<file path="src/sv/mixed_radix_order_reindex_unit_macros.svh">
// assertion macros for the reindex unit
`ifndef MIXED_RADIX_ORDER_REINDEX_UNIT_MACROS_SVH
`define MIXED_RADIX_ORDER_REINDEX_UNIT_MACROS_SVH

`ifndef SYNTHESIS
`define MRORI_ASSERT(lbl, clk, rstn, ante, cons) \
    lbl: assert property (@(posedge clk) disable iff (!rstn) (ante) |-> (cons)) \
        else $error("mrori assertion failed");
`define MRORI_ASSERT_NXT(lbl, clk, rstn, ante, cons) \
    lbl: assert property (@(posedge clk) disable iff (!rstn) (ante) |=> (cons)) \
        else $error("mrori assertion failed");
`else
`define MRORI_ASSERT(lbl, clk, rstn, ante, cons)
`define MRORI_ASSERT_NXT(lbl, clk, rstn, ante, cons)
`endif

`endif

</file>
<file path="src/sv/mrori_pkg.sv">
`timescale 1ns / 1ps

package mrori_pkg;

    localparam int MAX_VARS_DEF   = 8;
    localparam int RADIX_BITS_DEF = 4;
    localparam int SLOT_BITS      = 3;
    localparam int NUM_SLOTS      = 8;
    localparam int ORDER_BITS     = SLOT_BITS * NUM_SLOTS;
    localparam int IDX_BITS       = 32;
    localparam int CNT_BITS       = 4;
    localparam int CFG_DATA_BITS  = 32;
    localparam int CFG_ADDR_BITS  = 4;

    localparam logic [CFG_ADDR_BITS-1:0] REG_VAR_COUNT = CFG_ADDR_BITS'(0);
    localparam logic [CFG_ADDR_BITS-1:0] REG_RADIX_M1  = CFG_ADDR_BITS'(1);

    typedef struct packed {
        logic [ORDER_BITS-1:0] order_packed;
        logic [IDX_BITS-1:0]   enum_index;
    } in_item_t;

    typedef struct packed {
        logic [IDX_BITS-1:0] canonical_index;
        logic                fault;
    } out_item_t;

    typedef struct packed {
        logic valid;
        logic fault;
    } ctl_t;

endpackage

</file>
<file path="src/sv/mrori_digit_cell.sv">
`timescale 1ns / 1ps
`include "mixed_radix_order_reindex_unit_macros.svh"

module mrori_digit_cell #(
    parameter int MAX_VARS   = mrori_pkg::MAX_VARS_DEF,
    parameter int RADIX_BITS = mrori_pkg::RADIX_BITS_DEF
) (
    input  logic                                            aclk,
    input  logic                                            aresetn,
    input  logic                                            en,
    input  mrori_pkg::ctl_t                                 ctl_in,
    input  logic [mrori_pkg::IDX_BITS-1:0]                  h_in,
    input  logic [MAX_VARS-1:0][RADIX_BITS-1:0]             rm1_in,
    input  logic [MAX_VARS-1:0][mrori_pkg::SLOT_BITS-1:0]   var_in,
    input  logic [MAX_VARS-1:0][RADIX_BITS-1:0]             dig_in,
    output mrori_pkg::ctl_t                                 ctl_out,
    output logic [mrori_pkg::IDX_BITS-1:0]                  h_out,
    output logic [MAX_VARS-1:0][RADIX_BITS-1:0]             rm1_out,
    output logic [MAX_VARS-1:0][mrori_pkg::SLOT_BITS-1:0]   var_out,
    output logic [MAX_VARS-1:0][RADIX_BITS-1:0]             dig_out
);

    mrori_pkg::ctl_t                                ctl_reg, ctl_next;
    logic [mrori_pkg::IDX_BITS-1:0]                 h_reg, h_next;
    logic [MAX_VARS-1:0][RADIX_BITS-1:0]            rm1_reg;
    logic [MAX_VARS-1:0][mrori_pkg::SLOT_BITS-1:0]  var_reg;
    logic [MAX_VARS-1:0][RADIX_BITS-1:0]            dig_reg, dig_next;
    logic                                           carry;
    logic [RADIX_BITS:0]                            dbl;
    logic [RADIX_BITS:0]                            radix;

    // double the mixed-radix value and add the next index bit
    always_comb begin
        carry    = h_in[mrori_pkg::IDX_BITS-1];
        dig_next = dig_in;
        dbl      = '0;
        radix    = '0;
        for (int s = MAX_VARS - 1; s >= 0; s--) begin
            dbl   = {dig_in[s], carry};
            radix = {1'b0, rm1_in[s]} + 1'b1;
            if (dbl >= radix) begin
                dig_next[s] = RADIX_BITS'(dbl - radix);
                carry       = 1'b1;
            end else begin
                dig_next[s] = RADIX_BITS'(dbl);
                carry       = 1'b0;
            end
        end
        ctl_next.valid = ctl_in.valid;
        ctl_next.fault = ctl_in.fault | carry;
        h_next         = {h_in[mrori_pkg::IDX_BITS-2:0], 1'b0};
    end

    always_ff @(posedge aclk) begin
        if (!aresetn) begin
            ctl_reg <= '0;
        end else if (en) begin
            ctl_reg <= ctl_next;
        end
    end

    always_ff @(posedge aclk) begin
        if (en) begin
            h_reg   <= h_next;
            rm1_reg <= rm1_in;
            var_reg <= var_in;
            dig_reg <= dig_next;
        end
    end

    assign ctl_out = ctl_reg;
    assign h_out   = h_reg;
    assign rm1_out = rm1_reg;
    assign var_out = var_reg;
    assign dig_out = dig_reg;

    `MRORI_ASSERT_NXT(a_fault_sticky, aclk, aresetn, en && ctl_in.valid && ctl_in.fault, ctl_reg.fault)

    for (genvar s = 0; s < MAX_VARS; s++) begin : g_chk
        `MRORI_ASSERT(a_dig_below_radix, aclk, aresetn, ctl_reg.valid, dig_reg[s] <= rm1_reg[s])
    end

endmodule

</file>
<file path="config.mk">
export PLATFORM = sky130hd
export DESIGN_NAME = mrori_digit_cell
export DESIGN_NICKNAME = d
export VERILOG_FILES = /design/src/sv/mrori_pkg.sv /design/src/sv/mrori_digit_cell.sv
export VERILOG_INCLUDE_DIRS = /design/src /design/src/sv
export SDC_FILE = /design/constraint.sdc
export NUM_CORES = 1
export LEC_CHECK = 0
export ABC_AREA = 1
export BUFFER_PORTS_ARGS = -buffer_cell sky130_fd_sc_hd__buf_4
export CAP_MARGIN = 20
export CORE_UTILIZATION = 45
export DETAILED_ROUTE_END_ITERATION = 12
export GPL_ROUTABILITY_DRIVEN = 0
export HOLD_SLACK_MARGIN = 0.02
export PLACE_DENSITY = 0.79
export SLEW_MARGIN = 20
export SYNTH_ARGS = -nofsm -noshare
export SYNTH_HDL_FRONTEND = slang
export SYNTH_SLANG_ARGS = --single-unit
</file>
<file path="constraint.sdc">
create_clock -name aclk -period 14.2 [get_ports aclk]
set_clock_uncertainty 0.15 [all_clocks]
set_input_delay 3.55 -clock aclk [delete_from_list [all_inputs] [get_ports aclk]]
set_output_delay 3.55 -clock aclk [all_outputs]
set_load 0.03 [all_outputs]
</file>
==> results.md, run 1 <==
* Status: finished clean
* Leading cell type in the layout, fill and taps excluded: buf_4
* Buffers and inverters on the worst path at 9
* GRT Total Usage at 22.0%
* Layout cell share with drive strength beyond 1 at 34.1%
* # hold bufs at CTS at 0
* Pin count of the biggest net entering global routing at 78
* Arrival time of the worst setup path at 10.15 ns
* Leakage component of the power at 0.00438 uW
* Maximum fanout encountered on the critical timing path at 6
* Total setup buffers inserted after CTS at 0
* Mean cell area of the mapped netlist at 10.8 um^2
* Worst path most repeated cell: nand2_1
* Number of iterations in the first detailed-routing pass at 5
* Total length of routed met3 wires at 1.15 mm
* Kind of cell adding the most delay to the critical path: simple AND/OR/NAND/NOR gates
* Number of I/O port buffers at 245
* Final global-route overflow total at 0
* Antenna-violating nets left at 0
* Design area at 8940 um^2
* Routed wl met2 at 8.08 mm
* CTS max path bufs at 2
* # H-tree levels at 4
* Hold Path Stages at 2
* Wirelength per Cell at 15.0 um
* Via density per instance at 4.81
* Vias in the first global route at 4821
* Number of distinct library cells after synthesis at 25
* Sort of element at the start of the critical path: input port
* Highest routed layer: met4
* Area growth, synth to finish at 42.5%
* Worst-case register-to-register setup slack at 13.25 ns
* Launch point of the worst hold path: ctl_out[1]
* Total power density per cell area at 134 nW/um^2
* Category of the critical setup timing path: in2reg
* Die X at 120 um
* Total design power at 1200 uW
* YS warnings at 0
* Slew of the pin with the lowest slew margin at 0.939 ns
* Library cell contributing the largest single delay on the critical path: ha_1
* Final min period at 10.15 ns
* Routed vias at 4982
* Final number of setup-violating endpoints at 0
* Min-delay worst type: reg2reg
* Number of maximum-capacitance violations at 0
* Crit path capture type: flip-flop
* CTS Sinks at 121
* Fin crit share at 71.5%
* Post_cts resized at 0
* Reg2Reg Capture Point: ctl_out[0]
* Depth of the worst register-to-register path at 3
* Req. time, crit path at 14.20 ns
* Vertical die dimension at 120 um
* Net count after synthesis at 763
* Final hold viol count at 0
* Worst vdd ir at 68.3 uV
* Unrepaired setup endpoints after global routing: no
* Number of clock buffers inserted by TritonCTS at 17
* Relative max-transition margin at 37.4%
* Setup TNS at 0 ns
* Area after detailed placement at 8340 um^2
* Maximum clock frequency at 0.0986 GHz
* Met1 wire length at 5.96 mm
* Cell at the root of the clock tree: clkbuf_16
* Worst-skew pair later-pin latency at 0.41 ns
* Number of antenna repair diodes at 0
* WL final at 15.5 mm
* Total of flip-flops plus latches after synthesis at 121
* Number of nets in the final layout at 1027
* Clock transition at the registers of the reported paths at 0.05 ns
* Number of antenna violations at the first check in global routing at 0
* Global-route wire length before repair at 23.7 mm
* Violation count after the first detailed-routing iteration at 285
* End of the worst hold path: ctl_out[1]
* Remaining routing DRC violations at 0
* Number of primary I/O pins at 247
* Delay of the slowest critical-path stage at 0.39 ns
* Most frequent cells in the layout: buf_4 (246), nand2_1 (168), edfxtp_1 (119)
* Number of standard cells after synthesis at 582
* Site row count at 42
* Area of the core at 13400 um^2
* Part of the Yosys area used for sequential elements at 57.6%
* Post-synthesis cell area at 6280 um^2
* Initial Util at 46.8%
* Origin of the critical flop-to-flop path: ctl_out[0]
* Placed wire-length estimate after detailed placement at 12.2 mm
* Area enclosed by the die boundary at 14400 um^2
* Pins over their slew limit at 0
* CTS tree: done
## per-stage QoR
| stage | setup slack, ns | util (%) | instances | hold slack [ns] |
|---|---|---|---|---|
| after CTS | 4.04 | 66.8 | 1035 | 0.398 |
| after detailed placement | 3.65 | 62.2 | 1003 | 0.383 |
| after floorplan | 4.47 | - | 582 | 0.492 |
| after global placement | 3.89 | 62.2 | 1003 | 0.336 |
| after global routing | 3.28 | 66.8 | 1035 | 0.452 |
| final | 4.05 | 66.8 | 1035 | 0.389 |
## where the power goes
group          internal (uW)  switching (uW)
sequential               439            11.3
clock                    292             153
combinational            116             188
## registers in the layout (all words and copies together) (netlist names)
register	flops
h_out	31
rm1_out	32
ctl_out	2
dig_out	32
var_out	24
## Yosys cell counts
cell	count	area, um^2
or2_2	1	6.26
buf_4	1	7.51
nand4_4	1	21.3
nand4_1	22	138
xnor2_1	14	123
nand3_2	6	60.1
a21oi_4	3	48.8
inv_2	1	3.75
nand3_1	39	195
ha_1	48	601
nand2_1	168	631
inv_1	100	375
edfxtp_1	119	3570
xor2_1	10	87.6
o21ai_0	5	25.0
o21bai_1	1	7.51
nand4_2	1	12.5
dfxtp_1	2	40.0
nand2_2	2	12.5
a21oi_2	4	35.0
fa_1	8	160
nand3_4	1	17.5
nor2_1	23	86.3
conb_1	1	3.75
a21oi_1	1	5.00
## layout make-up
class	count	area (um^2)
flip-flops and latches	121	3610
multi-input cells	359	2280
clock buffers	19	433
repair buffers	246	1850
well taps	176	220
clock inverters	13	176
inverters	101	379
fillers	1026	4460
## kinds of logic (layout without fill, tap and decap cells)
logic type	after synthesis	after routing	share of synthesized area, %
AO/OA/AOI/OAI	14	14	1.93
other	1	1	0.0598
buffers and inverters	102	379	6.16
XOR/XNOR	24	24	3.35
flip-flops	121	121	57.6
adder cells (fa/ha/maj)	56	56	12.1
AND/OR/NAND/NOR	264	264	18.8
## metal layers
metal / vias to the layer above / track usage [%]
met1: 2293 / 24.1
met3: 33 / 6.80
li1: 2475 / -
met2: 181 / 38.9
met5: - / 0
met4: 0 / 9.22
## how the worst max path moves through the flow
stage | from | end | slack, ns | cells after the start
after CTS | rm1_in[28] | dig_out[2] | 4.04 | 52
after detailed placement | rm1_in[28] | dig_out[1] | 3.65 | 52
after floorplan | rm1_in[28] | dig_out[1] | 4.47 | 51
after global placement | rm1_in[28] | dig_out[2] | 3.89 | 52
after global routing | rm1_in[28] | dig_out[1] | 3.28 | 52
final | rm1_in[28] | dig_out[2] | 4.05 | 52
## worst reg2reg max path, stage by stage, from the launching register on
cell,delay [ns]
dfxtp_1,0.32
o21ai_0,0.17
o21bai_1,0.15
inv_1,0.05
(Power assumes the default switching activity.)
==> run 2, diff against run 1 <==
- ABC_AREA: 1 -> 0
- CORE_UTILIZATION: 45 -> 43
- PLACE_DENSITY: 0.79 -> 0.81
- clock period: 14.2 -> 8.85 ns (I/O delays scaled with it)
==> run 2 against run 1 <==
Effect of this change: total power rose by 53%; clock-buffer cell count fell by 2; die area fell by 6.0%; area after synthesis fell by 10%; hold slack improved by 0.030 ns; setup slack got worse by 3.8 ns; wire length fell by 12%; critical path type unchanged; highest routed layer unchanged.
==> results.md, run 2 <==
* Finished Core Util at 67.6%
* Worst path most repeated cell: o21ai_2
* CTS tree: done
* Most frequent cells in the layout: buf_4 (269), edfxtp_1 (119), ha_1 (39)
* Area after detailed placement at 7960 um^2
* Commonest cells in the synthesized netlist: edfxtp_1 (119), ha_1 (48), inv_1 (26)
* Placed wire-length estimate after detailed placement at 10.5 mm
* Post-synthesis cell area at 5630 um^2
* Worst hold margin at 0.419 ns
* Number of maximum-capacitance violations at 0
* Mean cell area of the mapped netlist at 15.6 um^2
* Status: finished clean
* Fin crit share at 97.0%
* Vias in the first global route at 4087
* Number of enable-type register cells in the synthesized netlist at 119
* Number of nets in the final layout at 829
* Number of I/O port buffers at 245
* Relative max-transition margin at 43.7%
* Library cell contributing the largest single delay on the critical path: ha_1
* Delay of the slowest critical-path stage at 0.34 ns
* CTS max path bufs at 2
* # hold bufs at CTS at 0
* Final min period at 8.58 ns
* Total design power at 1830 uW
* Site row count at 41
* Leakage component of the power at 0.00376 uW
* Arrival time of the worst setup path at 8.60 ns
* Area share of the largest cell type after synthesis at 63.5%
* Fraction of synthesis flops using an asynchronous set or reset pin at 0%
* Total power density per cell area at 214 nW/um^2
* Area of the core at 12700 um^2
* Final hold viol count at 0
* WL final at 13.7 mm
* Remaining routing DRC violations at 0
* Number of distinct library cells after synthesis at 27
* Area growth, synth to finish at 52.3%
* Req. time, crit path at 8.87 ns
* Sort of element at the start of the critical path: input port
* Area enclosed by the die boundary at 13600 um^2
* Worst vdd ir at 101 uV
* Wirelength per Cell at 16.4 um
* Worst-skew pair later-pin latency at 0.41 ns
* Net count after synthesis at 542
* Initial Util at 44.4%
* Number of iterations in the first detailed-routing pass at 5
* Number of standard cells after synthesis at 361
* Global-route wire length before repair at 19.8 mm
* Total of flip-flops plus latches after synthesis at 121
* # H-tree levels at 4
* Part of the Yosys area used for sequential elements at 64.2%
* Final number of setup-violating endpoints at 0
* Number of clock buffers inserted by TritonCTS at 17
* Number of primary I/O pins at 247
* Min-delay worst type: reg2reg
* Die X at 116 um
* Cell at the root of the clock tree: clkbuf_16
* Cell with the most instances after synthesis: edfxtp_1
* YS warnings at 0
* Layout cell share with drive strength beyond 1 at 52.6%
* Category of the critical setup timing path: in2reg
* Maximum fanout encountered on the critical timing path at 4
* GRT Total Usage at 20.0%
* Dominant cell type by area after synthesis: edfxtp_1
* Antenna-violating nets left at 0
* Maximum clock frequency at 0.117 GHz
* Pin count of the biggest net entering global routing at 68
* Number of antenna repair diodes at 0
* CTS Sinks at 121
* Routed vias at 4032
* Slew of the pin with the lowest slew margin at 0.845 ns
* Via density per instance at 4.84
* Vertical die dimension at 116 um
* Design area at 8570 um^2
* Clock transition at the registers of the reported paths at 0.05 ns
* Violation count after the first detailed-routing iteration at 221
* Crit path capture type: flip-flop
* Setup TNS at 0 ns
* Number of antenna violations at the first check in global routing at 0
* Final global-route overflow total at 0
* Leading cell type in the layout, fill and taps excluded: buf_4
* Pins over their slew limit at 0
* Synth area leaders: edfxtp_1 (63%), ha_1 (11%), mux2_2 (3.2%), fa_1 (2.8%), mux2i_1 (2.8%)
* Predominant post-synthesis flop cell: edfxtp_1
-- run 2: logic make-up after synthesis --
| kind of cell | Yosys count | synth area share (%) |
|---|---|---|
| fa+ha+maj | 56 | 13.5 |
| flops | 121 | 64.2 |
| buf+inv | 34 | 2.33 |
| other cells | 1 | 0.0666 |
| xor+xnor | 32 | 4.98 |
| mux | 33 | 6.31 |
| simple gates | 46 | 4.07 |
| compound gates | 38 | 4.53 |
-- run 2: power by group --
part | switching (uW) | leakage, uW | internal (uW)
Clock | 258 | 0.000257 | 384
Sequential | 17.0 | 0.00118 | 703
Combinational | 261 | 0.00233 | 210
Total | 536 | 0.00376 | 1300
-- run 2: final cells by class --
class / count / area (um^2)
clock buffer: 17 / 425
multi-input combinational: 206 / 2040
timing repair buffer: 269 / 2020
inverter: 33 / 124
fill: 889 / 4100
clock inverter: 15 / 130
tap: 172 / 215
sequential: 121 / 3610
-- run 2: metrics by stage --
stage | setup slack, ns | cells
detailed placement | -0.139 | 799
global route | -0.0891 | 833
finish | 0.267 | 833
CTS | 0.189 | 831
global placement | 0.0439 | 799
floorplan | -0.158 | 361
-- run 2: worst max-delay path, delay by kind of cell --
kind | cells | cell delay [ns]
buffers and inverters | 9 | 0.71
AO/OA/AOI/OAI | 15 | 2.43
adder cells (fa/ha/maj) | 8 | 2.17
AND/OR/NAND/NOR | 9 | 0.55
multiplexers | 1 | 0.32
XOR/XNOR | 1 | 0.19
-- run 2: final timing paths --
check	start	to	slack, ns	cells after the start
max	rm1_in[28]	dig_out[3]	0.27	43
min	ctl_out[0]	ctl_out[0]	0.42	1
max reg2reg	ctl_out[0]	ctl_out[0]	7.99	1
min reg2reg	ctl_out[0]	ctl_out[0]	0.42	1
-- run 2: layer usage --
| layer | share of wire (%) | track usage [%] | vias up | wire length (um) |
|---|---|---|---|---|
| met4 | 2.5 | 9.66 | 0 | 341 |
| met3 | 9.1 | 7.37 | 28 | 1250 |
| met1 | 36 | 20.9 | 1900 | 4940 |
| li1 | - | - | 1915 | - |
| met5 | 0 | 0 | - | 0 |
| met2 | 52 | 35.6 | 189 | 7150 |
-- run 2: timing repair --
action	4_1_cts	5_1_grt
resized for setup	0	5
setup buffers	0	2
setup endpoints to repair	0	4
