### src/sv/mixed_radix_order_reindex_unit_macros.svh
// assertion macros for the reindex unit
`ifndef MIXED_RADIX_ORDER_REINDEX_UNIT_MACROS_SVH
`define MIXED_RADIX_ORDER_REINDEX_UNIT_MACROS_SVH

`ifndef SYNTHESIS
`define MRORI_ASSERT(lbl, clk, rstn, ante, cons) \
    lbl: assert property (@(posedge clk) disable iff (!rstn) (ante) |-> (cons)) \
        else $error("mrori assertion failed");
`define MRORI_ASSERT_NXT(lbl, clk, rstn, ante, cons) \
    lbl: assert property (@(posedge clk) disable iff (!rstn) (ante) |=> (cons)) \
        else $error("mrori assertion failed");
`else
`define MRORI_ASSERT(lbl, clk, rstn, ante, cons)
`define MRORI_ASSERT_NXT(lbl, clk, rstn, ante, cons)
`endif

`endif

### src/sv/mrori_pkg.sv
`timescale 1ns / 1ps

package mrori_pkg;

    localparam int MAX_VARS_DEF   = 8;
    localparam int RADIX_BITS_DEF = 4;
    localparam int SLOT_BITS      = 3;
    localparam int NUM_SLOTS      = 8;
    localparam int ORDER_BITS     = SLOT_BITS * NUM_SLOTS;
    localparam int IDX_BITS       = 32;
    localparam int CNT_BITS       = 4;
    localparam int CFG_DATA_BITS  = 32;
    localparam int CFG_ADDR_BITS  = 4;

    localparam logic [CFG_ADDR_BITS-1:0] REG_VAR_COUNT = CFG_ADDR_BITS'(0);
    localparam logic [CFG_ADDR_BITS-1:0] REG_RADIX_M1  = CFG_ADDR_BITS'(1);

    typedef struct packed {
        logic [ORDER_BITS-1:0] order_packed;
        logic [IDX_BITS-1:0]   enum_index;
    } in_item_t;

    typedef struct packed {
        logic [IDX_BITS-1:0] canonical_index;
        logic                fault;
    } out_item_t;

    typedef struct packed {
        logic valid;
        logic fault;
    } ctl_t;

endpackage

### src/sv/mrori_mac_cell.sv
`timescale 1ns / 1ps

module mrori_mac_cell #(
    parameter int MAX_VARS   = mrori_pkg::MAX_VARS_DEF,
    parameter int RADIX_BITS = mrori_pkg::RADIX_BITS_DEF,
    parameter int VAR_IDX    = 0
) (
    input  logic                                            aclk,
    input  logic                                            aresetn,
    input  logic                                            en,
    input  logic [mrori_pkg::CNT_BITS-1:0]                  n_vars,
    input  mrori_pkg::ctl_t                                 ctl_in,
    input  logic [MAX_VARS-1:0][RADIX_BITS-1:0]             rm1_in,
    input  logic [MAX_VARS-1:0][mrori_pkg::SLOT_BITS-1:0]   var_in,
    input  logic [MAX_VARS-1:0][RADIX_BITS-1:0]             dig_in,
    input  logic [mrori_pkg::IDX_BITS-1:0]                  canon_in,
    output mrori_pkg::ctl_t                                 ctl_out,
    output logic [MAX_VARS-1:0][RADIX_BITS-1:0]             rm1_out,
    output logic [MAX_VARS-1:0][mrori_pkg::SLOT_BITS-1:0]   var_out,
    output logic [MAX_VARS-1:0][RADIX_BITS-1:0]             dig_out,
    output logic [mrori_pkg::IDX_BITS-1:0]                  canon_out
);

    localparam int ProdBits = mrori_pkg::IDX_BITS + RADIX_BITS + 1;

    mrori_pkg::ctl_t                                ctl_reg;
    logic [MAX_VARS-1:0][RADIX_BITS-1:0]            rm1_reg;
    logic [MAX_VARS-1:0][mrori_pkg::SLOT_BITS-1:0]  var_reg;
    logic [MAX_VARS-1:0][RADIX_BITS-1:0]            dig_reg;
    logic [mrori_pkg::IDX_BITS-1:0]                 canon_reg, canon_next;
    logic                                           used;
    logic [RADIX_BITS-1:0]                          sel_dig;
    logic [RADIX_BITS-1:0]                          sel_rm1;
    logic [RADIX_BITS:0]                            radix;
    logic [ProdBits-1:0]                            prod;

    // pick the slot that holds this variable, then one horner step
    always_comb begin
        used    = mrori_pkg::CNT_BITS'(VAR_IDX) < n_vars;
        sel_dig = '0;
        sel_rm1 = '0;
        for (int s = 0; s < MAX_VARS; s++) begin
            if (mrori_pkg::CNT_BITS'(s) < n_vars &&
                var_in[s] == mrori_pkg::SLOT_BITS'(VAR_IDX)) begin
                sel_dig = dig_in[s];
                sel_rm1 = rm1_in[s];
            end
        end
        radix = {1'b0, sel_rm1} + 1'b1;
        prod  = {{(RADIX_BITS + 1){1'b0}}, canon_in} *
                {{mrori_pkg::IDX_BITS{1'b0}}, radix} +
                {{(ProdBits - RADIX_BITS){1'b0}}, sel_dig};
        canon_next = used ? prod[mrori_pkg::IDX_BITS-1:0] : canon_in;
    end

    always_ff @(posedge aclk) begin
        if (!aresetn) begin
            ctl_reg <= '0;
        end else if (en) begin
            ctl_reg <= ctl_in;
        end
    end

    always_ff @(posedge aclk) begin
        if (en) begin
            rm1_reg   <= rm1_in;
            var_reg   <= var_in;
            dig_reg   <= dig_in;
            canon_reg <= canon_next;
        end
    end

    assign ctl_out   = ctl_reg;
    assign rm1_out   = rm1_reg;
    assign var_out   = var_reg;
    assign dig_out   = dig_reg;
    assign canon_out = canon_reg;

endmodule
### config.mk
export PLATFORM = sky130hd
export DESIGN_NAME = mrori_mac_cell
export DESIGN_NICKNAME = d
export VERILOG_FILES = /design/src/sv/mixed_radix_order_reindex_unit_macros.svh /design/src/sv/mrori_pkg.sv /design/src/sv/mrori_mac_cell.sv
export SDC_FILE = /design/constraint.sdc
export NUM_CORES = 1
export LEC_CHECK = 0
export BUFFER_PORTS_ARGS = -buffer_cell sky130_fd_sc_hd__buf_4
export CAP_MARGIN = 20
export CORE_UTILIZATION = 28
export CTS_CLUSTER_SIZE = 30
export DETAILED_ROUTE_END_ITERATION = 6
export SYNTH_ARGS = -nofsm -noshare
export SYNTH_HDL_FRONTEND = slang
export SYNTH_SLANG_ARGS = --single-unit
### constraint.sdc
create_clock -name aclk -period 14.4 [get_ports aclk]
set_input_delay 2.88 -clock aclk [delete_from_list [all_inputs] [get_ports aclk]]
set_output_delay 2.88 -clock aclk [all_outputs]
set_load 0.005 [all_outputs]
==> impl_metrics.py, run 1 <==
metrics = {
    "placed_design": {
        "placed_area_sq_um": 12500,
        "numPortBuffers": 250,
        "dp_hpwl_um": 24000,
        "routabilityCongestion": 0.833,
    },
    "drt": {
        "route.detailed.drc": 0,
        "wl_per_cell_um": 17.8,
        "ant_nets": 0,
        "avgViaCountPerCell": 4.59,
        "vias": 7773,
        "routed_wl_um": 30200,
        "drt_iter0_markers": 415,
        "firstDrtPassIters": 5,
    },
    "clock_tree": {
        "post_cts_resize_count": 0,
        "root_buffer": "clkbuf_16",
        "clkSinkCount": 122,
        "cts_buffers": 17,
        "h-tree-depth": 4,
        "clockBufferDepth": 2,
        "post_cts_buffers": 0,
        "cts.reportedPaths.clkPinSlew_ns": 0.06,
        "cts_hold_buf": 0,
        "cts_tree": "yes",
        "clk_latency_ns": 0.43,
    },
    "outcome": {
        "outcome": "finished clean",
    },
    "timing": {
        "fin_skew_ns": 0,
        "period_needed_ns": 10.67,
        "hold_violations": 0,
        "rsz0062_at_grt": "false",
        "tns_ns": 0,
        "clock.fmax_ghz": 0.0937,
        "finalSetupViolCount": 0,
        "drv_slew": 0,
        "finalCritPeriodShare_pct": 74.1,
        "relSlewSlack_pct": 28.5,
        "whs_ns": 0.532,
        "worst_pin_slew_ns": 1.06,
    },
    "setup_path": {
        "cp-end-kind": "flip-flop",
        "cp_common_cell": "fa_1",
        "crit_path_start": "var_in[5]",
        "critPathMaxStageDelay_ns": 0.79,
        "r2r-start": "ctl_out[1]",
        "critPathRequiredTime_ns": 14.55,
        "cp-start-kind": "primary input",
        "arrival_ns": 10.82,
        "crit_type": "primary input to flip-flop",
        "cp_max_fo": 34,
        "worst_path_max_delay_cell": "o221a_2",
    },
    "floorplanning": {
        "die_w_um": 192,
        "die_h_um": 192,
        "fp-row-count": 69,
        "start_util_pct": 28.4,
        "core-area_sq_um": 35600,
        "die-area_sq_um": 36900,
        "ioPinCount": 251,
    },
    "final_layout": {
        "fin_util_pct": 36.7,
        "final_common_cell": "buf_4",
        "fin_nets": 1496,
        "final_area_sq_um": 13000,
        "fillers": 3631,
        "syn_to_final_growth_pct": 29.0,
        "mostFrequentLayoutCells": "buf_4 (258), inv_1 (166), edfxtp_1 (120), and2_1 (109), fa_1 (86)",
        "diodes": 0,
        "drive_gt1_share_pct": 25.7,
    },
    "logic_synthesis": {
        "synthCells": 977,
        "synth.area.top_cells": "edfxtp_1 (36%), fa_1 (17%), ha_1 (7.8%)",
        "synth_top_area_share_pct": 35.6,
        "async_flop_share_pct": 0,
        "synth-main-ff-cell": "edfxtp_1",
        "synth_nets": 1255,
        "synth_warnings": 0,
        "yosysTopAreaCell": "edfxtp_1",
        "ys_seq_area_share_pct": 36.0,
        "synthesis.area_sq_um": 10100,
        "syn_area_per_cell_sq_um": 10.3,
        "synth-seq-cells": 122,
        "yosys.cell_types.count": 69,
        "synth_edf_count": 120,
    },
    "run": {
        "cap_violations": 0,
    },
    "global_routing": {
        "antenna_found_initial": 1,
        "grt_pass1_vias": 7780,
        "grt_max_degree": 73,
        "overflow": 0,
        "grt_pass1_wl_um": 45100,
        "grt.total_usage_pct": 16.6,
    },
    "min_path": {
        "hp-class": "flip-flop to flip-flop",
        "min-delay-start": "ctl_out[0]",
    },
    "power": {
        "p_per_area_nw_per_um2": 156,
        "ir_drop_mv": 0.0950,
        "seqPwrFrac_pct": 25.8,
        "power.internal_mw": 1.25,
        "p_switching_mw": 0.790,
        "p_leak_nw": 5.72,
        "netSwitchingFraction_pct": 38.7,
        "clkPwrFrac_pct": 20.8,
        "report.power.total_mw": 2.04,
        "p_comb_share_pct": 53.4,
    },
}
[final cells by class]
class,instances,area [sq um],share of cell area (%)
Clock buffer,17,425,3.26
Clock inverter,15,150,1.15
Inverter,166,623,4.78
Multi-Input combinational cell,653,5690,43.6
Sequential cell,122,3640,27.9
Tap cell,461,577,4.42
Timing Repair Buffer,258,1940,14.9
[power by group through the flow]
stage | Combinational (mW) | Clock [mW] | Sequential (mW)
floorplan | 0.739 | 0 | 0.535
global route | 1.25 | 0.452 | 0.534
CTS | 1.11 | 0.437 | 0.529
finish | 1.09 | 0.424 | 0.526
detailed placement | 1.10 | 0 | 0.535
global placement | 1.09 | 0 | 0.535
[per-layer routing]
metal  GRT usage (%)  vias up  wire length (um)
met4            6.00        2               652
li1                -     3726                 -
met3            3.93       27              2110
met1            18.9     3740             12100
met5               0        -                17
met2            29.9      278             15300
[critical path: cells and delay by family]
kind	cells	cell delay (ns)
and+or+nand+nor	8	2.76
AOI/OAI and AO/OA	11	2.62
adders and majority gates	5	2.32
buffers and inverters	3	0.20
[flip-flops by register name (all words and copies together), names as in the netlist]
signal     flops
ctl_out        2
dig_out       32
rm1_out       32
canon_out     32
var_out       24
[metrics by stage]
step | std cells | setup WS [ns]
2_1_floorplan | 977 | 4.23
3_3_place_gp | 1660 | 3.52
3_5_place_dp | 1660 | 3.34
4_1_cts | 1692 | 3.75
5_1_grt | 1692 | 3.24
6_report | 1692 | 3.73
[cell families after synthesis]
group	count (synthesis)	synth area share, %
DFF	122	36.0
and+or+nand+nor	306	17.0
xor gates and xnor gates	32	2.91
muxes	15	1.55
AOI/OAI and AO/OA	151	9.70
adders and majority gates	149	24.8
buffers and inverters	202	7.94
[worst paths after layout]
kind	cells past startpoint	to	slack, ns
worst max-delay path	27	canon_out[31]	3.73
worst min-delay path	2	ctl_out[0]	0.53
worst max register to register	2	ctl_out[1]	13.78
worst min register to register	2	ctl_out[0]	0.53
[synthesized netlist by cell type, types with 10 or more instances]
library cell,number
a21o_1,12
a21oi_1,32
and2_1,109
clkbuf_1,25
edfxtp_1,120
fa_1,86
ha_1,63
inv_1,166
mux2i_1,10
nand2_1,71
nor2_1,26
nor2b_1,34
nor3_1,13
o21ai_0,54
xnor2_1,14
xor2_1,17
Power figures use the tool's default switching activity.
==> run 2, diff against run 1 <==
clock period = 8.6 ns   (was 14.4 ns; I/O delays follow)
==> run 2 against run 1 <==
  * Final cell count grew 1.8%
  * Via count is 2.0% higher
  * Worst setup slack worse by 3.3 ns
  * First-iteration DRC count grew 3.9%
  * Routed wire length down 0.36%
  * Register-to-register slack got worse by 5.8 ns
  * Largest cell class unchanged
  * Die area unchanged
  * Non-clock buffer count grew 31
  * Power is 76% higher
  * Sequential share of layout area down 0.74 points
  * Combinational power is 79% higher
==> impl_metrics.py, run 2 (synthesis results as in run 1) <==
metrics = {
    "setup_path": {
        "cp_max_fo": 16,
        "critPathTopFamily": "compound AO/OA/AOI/OAI gates",
        "critPathRequiredTime_ns": 8.89,
        "arrival_ns": 8.49,
        "crit_type": "primary input to flip-flop",
        "worst_path_max_delay_cell": "fa_1",
        "r2r_cells": 2,
        "path_depth": 28,
        "cp-end-kind": "flip-flop",
        "critPathMaxStageDelay_ns": 0.54,
        "crit_buf_inv": 3,
        "cp-start-kind": "primary input",
    },
    "drt": {
        "avgViaCountPerCell": 4.60,
        "wl_per_cell_um": 17.4,
        "firstDrtPassIters": 5,
        "ant_nets": 0,
        "routed_wl_um": 30100,
        "route.detailed.drc": 0,
        "drt_iter0_markers": 431,
        "vias": 7928,
    },
    "clock_tree": {
        "cts_buffers": 17,
        "cts_tree": "yes",
        "clkSinkCount": 122,
        "post_cts_buffers": 0,
        "root_buffer": "clkbuf_16",
        "cts.reportedPaths.clkPinSlew_ns": 0.07,
        "cts_hold_buf": 0,
        "post_cts_resize_count": 0,
        "clk_latency_ns": 0.44,
        "h-tree-depth": 4,
        "clockBufferDepth": 2,
    },
    "power": {
        "p_per_area_nw_per_um2": 268,
        "p_leak_nw": 5.90,
        "ir_drop_mv": 0.144,
        "report.power.total_mw": 3.59,
    },
    "global_routing": {
        "overflow": 0,
        "antenna_found_initial": 1,
        "grt_pass1_wl_um": 45300,
        "grt_pass1_vias": 7965,
        "grt_max_degree": 67,
        "grt.total_usage_pct": 16.6,
    },
    "floorplanning": {
        "start_util_pct": 28.4,
        "core-area_sq_um": 35600,
        "fp-row-count": 69,
        "ioPinCount": 251,
        "die_h_um": 192,
        "die_w_um": 192,
        "die-area_sq_um": 36900,
    },
    "final_layout": {
        "drive_gt1_share_pct": 28.3,
        "mostFrequentLayoutCells": "buf_4 (288), inv_1 (165), edfxtp_1 (120), and2_1 (109), fa_1 (85)",
        "fin_nets": 1527,
        "fin_util_pct": 37.7,
        "diodes": 0,
        "syn_to_final_growth_pct": 32.5,
        "final_common_cell": "buf_4",
    },
    "timing": {
        "period_needed_ns": 8.20,
        "fin_skew_ns": 0,
        "relSlewSlack_pct": 43.9,
        "finalSetupViolCount": 0,
        "hold_violations": 0,
        "worst_pin_slew_ns": 0.841,
        "clock.fmax_ghz": 0.122,
        "drv_slew": 0,
        "finalCritPeriodShare_pct": 95.4,
        "rsz0062_at_grt": "false",
    },
    "outcome": {
        "outcome": "finished clean",
    },
    "placed_design": {
        "numPortBuffers": 250,
        "dp_hpwl_um": 24200,
        "routabilityCongestion": 0.855,
    },
    "run": {
        "cap_violations": 0,
    },
    "min_path": {
        "hp-class": "flip-flop to flip-flop",
        "min_delay_path_depth": 2,
    },
}
[run 2: area by class of cell]
type	count	area, sq um
Fill cell	3539	22200
Multi-Input combinational cell	653	5760
Sequential cell	122	3640
Timing Repair Buffer	289	2180
Inverter	166	623
Tap cell	461	577
Clock buffer	19	443
Clock inverter	13	170
[run 2: layer usage]
layer,global-route usage [%],part of all wire [%]
met1,19.4,40
met2,29.5,50
met3,3.62,7.5
met4,6.39,2.6
met5,0,0
[run 2: path summary, 6_finish.rpt]
kind	to	startpoint	slack, ns
max reg2reg	ctl_out[0]	ctl_out[0]	7.99
min reg2reg	ctl_out[1]	ctl_out[1]	0.52
min	ctl_out[1]	ctl_out[1]	0.52
max	canon_out[31]	n_vars[1]	0.40
[run 2: metrics by stage]
| stage | setup WS, ns | hold WS [ns] | std cells | TNS [ns] | cell area (sq um) |
|---|---|---|---|---|---|
| 5_1_grt | 0.0669 | 0.558 | 1723 | 0 | 13400 |
| 2_1_floorplan | -0.0237 | 0.507 | 977 | -0.0237 | 10200 |
| 4_1_cts | 0.454 | 0.526 | 1723 | 0 | 13400 |
| 3_5_place_dp | -0.0163 | 0.510 | 1691 | -0.0163 | 12800 |
| 6_report | 0.398 | 0.525 | 1723 | 0 | 13400 |
| 3_3_place_gp | 0.0665 | 0.512 | 1691 | 0 | 12800 |
[run 2: power breakdown]
part / leakage, nW / internal, mW / switching, mW
Sequential: 1.19 / 0.841 / 0.0365
Combinational: 4.41 / 0.895 / 1.05
Clock: 0.290 / 0.465 / 0.299
Total: 5.90 / 2.20 / 1.39
[run 2: tightest hold or removal path, cell delays in order, from the launching register on]
cell and delay (ns):
dfxtp_1 0.33, mux2i_1 0.07, nor2b_1 0.09
==> run 3, diff against run 2 <==
MAX_ROUTING_LAYER = met4   (was default)
==> run 3 against run 2 <==
  * Sequential power is essentially flat
  * Power is essentially flat
  * Utilization is the same
  * Design area is the same
  * Sequential share of layout area is the same
  * Register-to-register slack is essentially flat
  * Flip-flop and latch count is the same
  * Critical endpoint unchanged
  * Highest routed layer unchanged
==> impl_metrics.py, run 3 (synthesis results as in run 1) <==
metrics = {
    "outcome": {
        "outcome": "finished clean",
    },
    "clock_tree": {
        "post_cts_buffers": 0,
        "clockBufferDepth": 2,
        "h-tree-depth": 4,
        "post_cts_resize_count": 0,
        "clkSinkCount": 122,
        "cts_tree": "yes",
        "cts.reportedPaths.clkPinSlew_ns": 0.07,
        "cts_buffers": 17,
        "root_buffer": "clkbuf_16",
        "clk_latency_ns": 0.44,
        "cts_hold_buf": 0,
    },
    "global_routing": {
        "antenna_found_initial": 1,
        "grt.total_usage_pct": 17.1,
        "grt_pass1_vias": 7953,
        "grt_pass1_wl_um": 45300,
        "grt_max_degree": 67,
        "overflow": 0,
    },
    "timing": {
        "rsz0062_at_grt": "false",
        "clock.fmax_ghz": 0.122,
        "hold_violations": 0,
        "period_needed_ns": 8.17,
        "tns_ns": 0,
        "relSlewSlack_pct": 43.2,
        "finalCritPeriodShare_pct": 95.0,
        "finalSetupViolCount": 0,
        "worst_pin_slew_ns": 0.852,
        "setup_ws_ns": 0.429,
        "fin_skew_ns": 0,
        "drv_slew": 0,
    },
    "final_layout": {
        "final_area_sq_um": 13400,
        "regArea_sq_um": 3640,
        "final_common_cell": "buf_4",
        "drive_gt1_share_pct": 28.3,
        "mostFrequentLayoutCells": "buf_4 (288), inv_1 (165), edfxtp_1 (120), and2_1 (109), fa_1 (85)",
        "stdcell_count": 1723,
        "fillers": 3539,
        "diodes": 0,
        "fin_nets": 1527,
        "multi_input_area_sq_um": 5760,
        "syn_to_final_growth_pct": 32.5,
    },
    "floorplanning": {
        "fp-row-count": 69,
        "die_w_um": 192,
        "core-area_sq_um": 35600,
        "ioPinCount": 251,
        "start_util_pct": 28.4,
        "die_h_um": 192,
        "die-area_sq_um": 36900,
    },
    "drt": {
        "vias": 7906,
        "route.detailed.drc": 0,
        "avgViaCountPerCell": 4.59,
        "ant_nets": 0,
        "wl_per_cell_um": 17.4,
        "firstDrtPassIters": 5,
        "drt_iter0_markers": 383,
        "routed_wl_um": 30100,
    },
    "run": {
        "cap_violations": 0,
    },
    "power": {
        "p_leak_nw": 5.90,
        "ir_drop_mv": 0.142,
        "netSwitchingFraction_pct": 38.6,
        "seqPwrFrac_pct": 24.5,
        "power.internal_mw": 2.20,
        "report.power.total_mw": 3.59,
        "clkPwrFrac_pct": 21.2,
        "p_per_area_nw_per_um2": 268,
        "p_switching_mw": 1.39,
        "p_comb_share_pct": 54.3,
    },
    "placed_design": {
        "placed_area_sq_um": 12800,
        "dp_hpwl_um": 24200,
        "place_inst": 1691,
        "numPortBuffers": 250,
        "preCtsSetupSlack_ns": -0.0163,
        "routabilityCongestion": 0.869,
    },
    "setup_path": {
        "cp-end-kind": "flip-flop",
        "arrival_ns": 8.46,
        "critPathTopFamily": "compound AO/OA/AOI/OAI gates",
        "critPathRequiredTime_ns": 8.89,
        "cp-start-kind": "primary input",
        "crit_buf_inv": 3,
        "critPathMaxStageDelay_ns": 0.54,
        "crit_type": "primary input to flip-flop",
        "worst_path_max_delay_cell": "fa_1",
        "cp_max_fo": 16,
    },
    "min_path": {
        "hp-class": "flip-flop to flip-flop",
    },
}
run 3: stage by stage:
step	util (%)	hold slack (ns)
CTS	37.7	0.526
global placement	35.9	0.512
finish	37.7	0.525
global route	37.7	0.558
detailed placement	35.9	0.510
floorplan	-	0.507
run 3: power groups by stage:
stage          clock network, mW  registers (mW)  logic (mW)
2_1_floorplan                  0           0.896        1.29
3_3_place_gp                   0           0.895        1.94
3_5_place_dp                   0           0.893        1.96
4_1_cts                    0.784           0.884        1.98
5_1_grt                    0.810           0.891        2.22
6_report                   0.762           0.878        1.95
run 3: final timing paths:
kind | slack, ns | depth (start not counted) | end | from
worst max-delay path | 0.43 | 28 | canon_out[31] | n_vars[1]
worst min-delay path | 0.52 | 2 | ctl_out[1] | ctl_out[1]
worst max register to register | 7.99 | 2 | ctl_out[0] | ctl_out[0]
worst min register to register | 0.52 | 2 | ctl_out[1] | ctl_out[1]
run 3: cell type report:
cell class	instances	share of cell area, %
inverters	166	4.65
repair buffers	289	16.3
flip-flops and latches	122	27.2
clock inverters	13	1.27
well taps	461	4.31
clock buffers	19	3.31
multi-input cells	653	43.0
run 3: per-layer routing:
layer	track usage, %	vias to the layer above	share of wire [%]
li1	-	3785	-
met1	19.5	3797	41
met2	29.5	278	50
met3	3.53	46	7.1
met4	6.39	0	2.6
met5	-	-	0
run 3: tightest hold or removal path, delay by kind of cell, from the launching register on:
kind | cells | cell delay, ns
AND/OR/NAND/NOR | 1 | 0.09
multiplexers | 1 | 0.07
flip-flops | 1 | 0.33
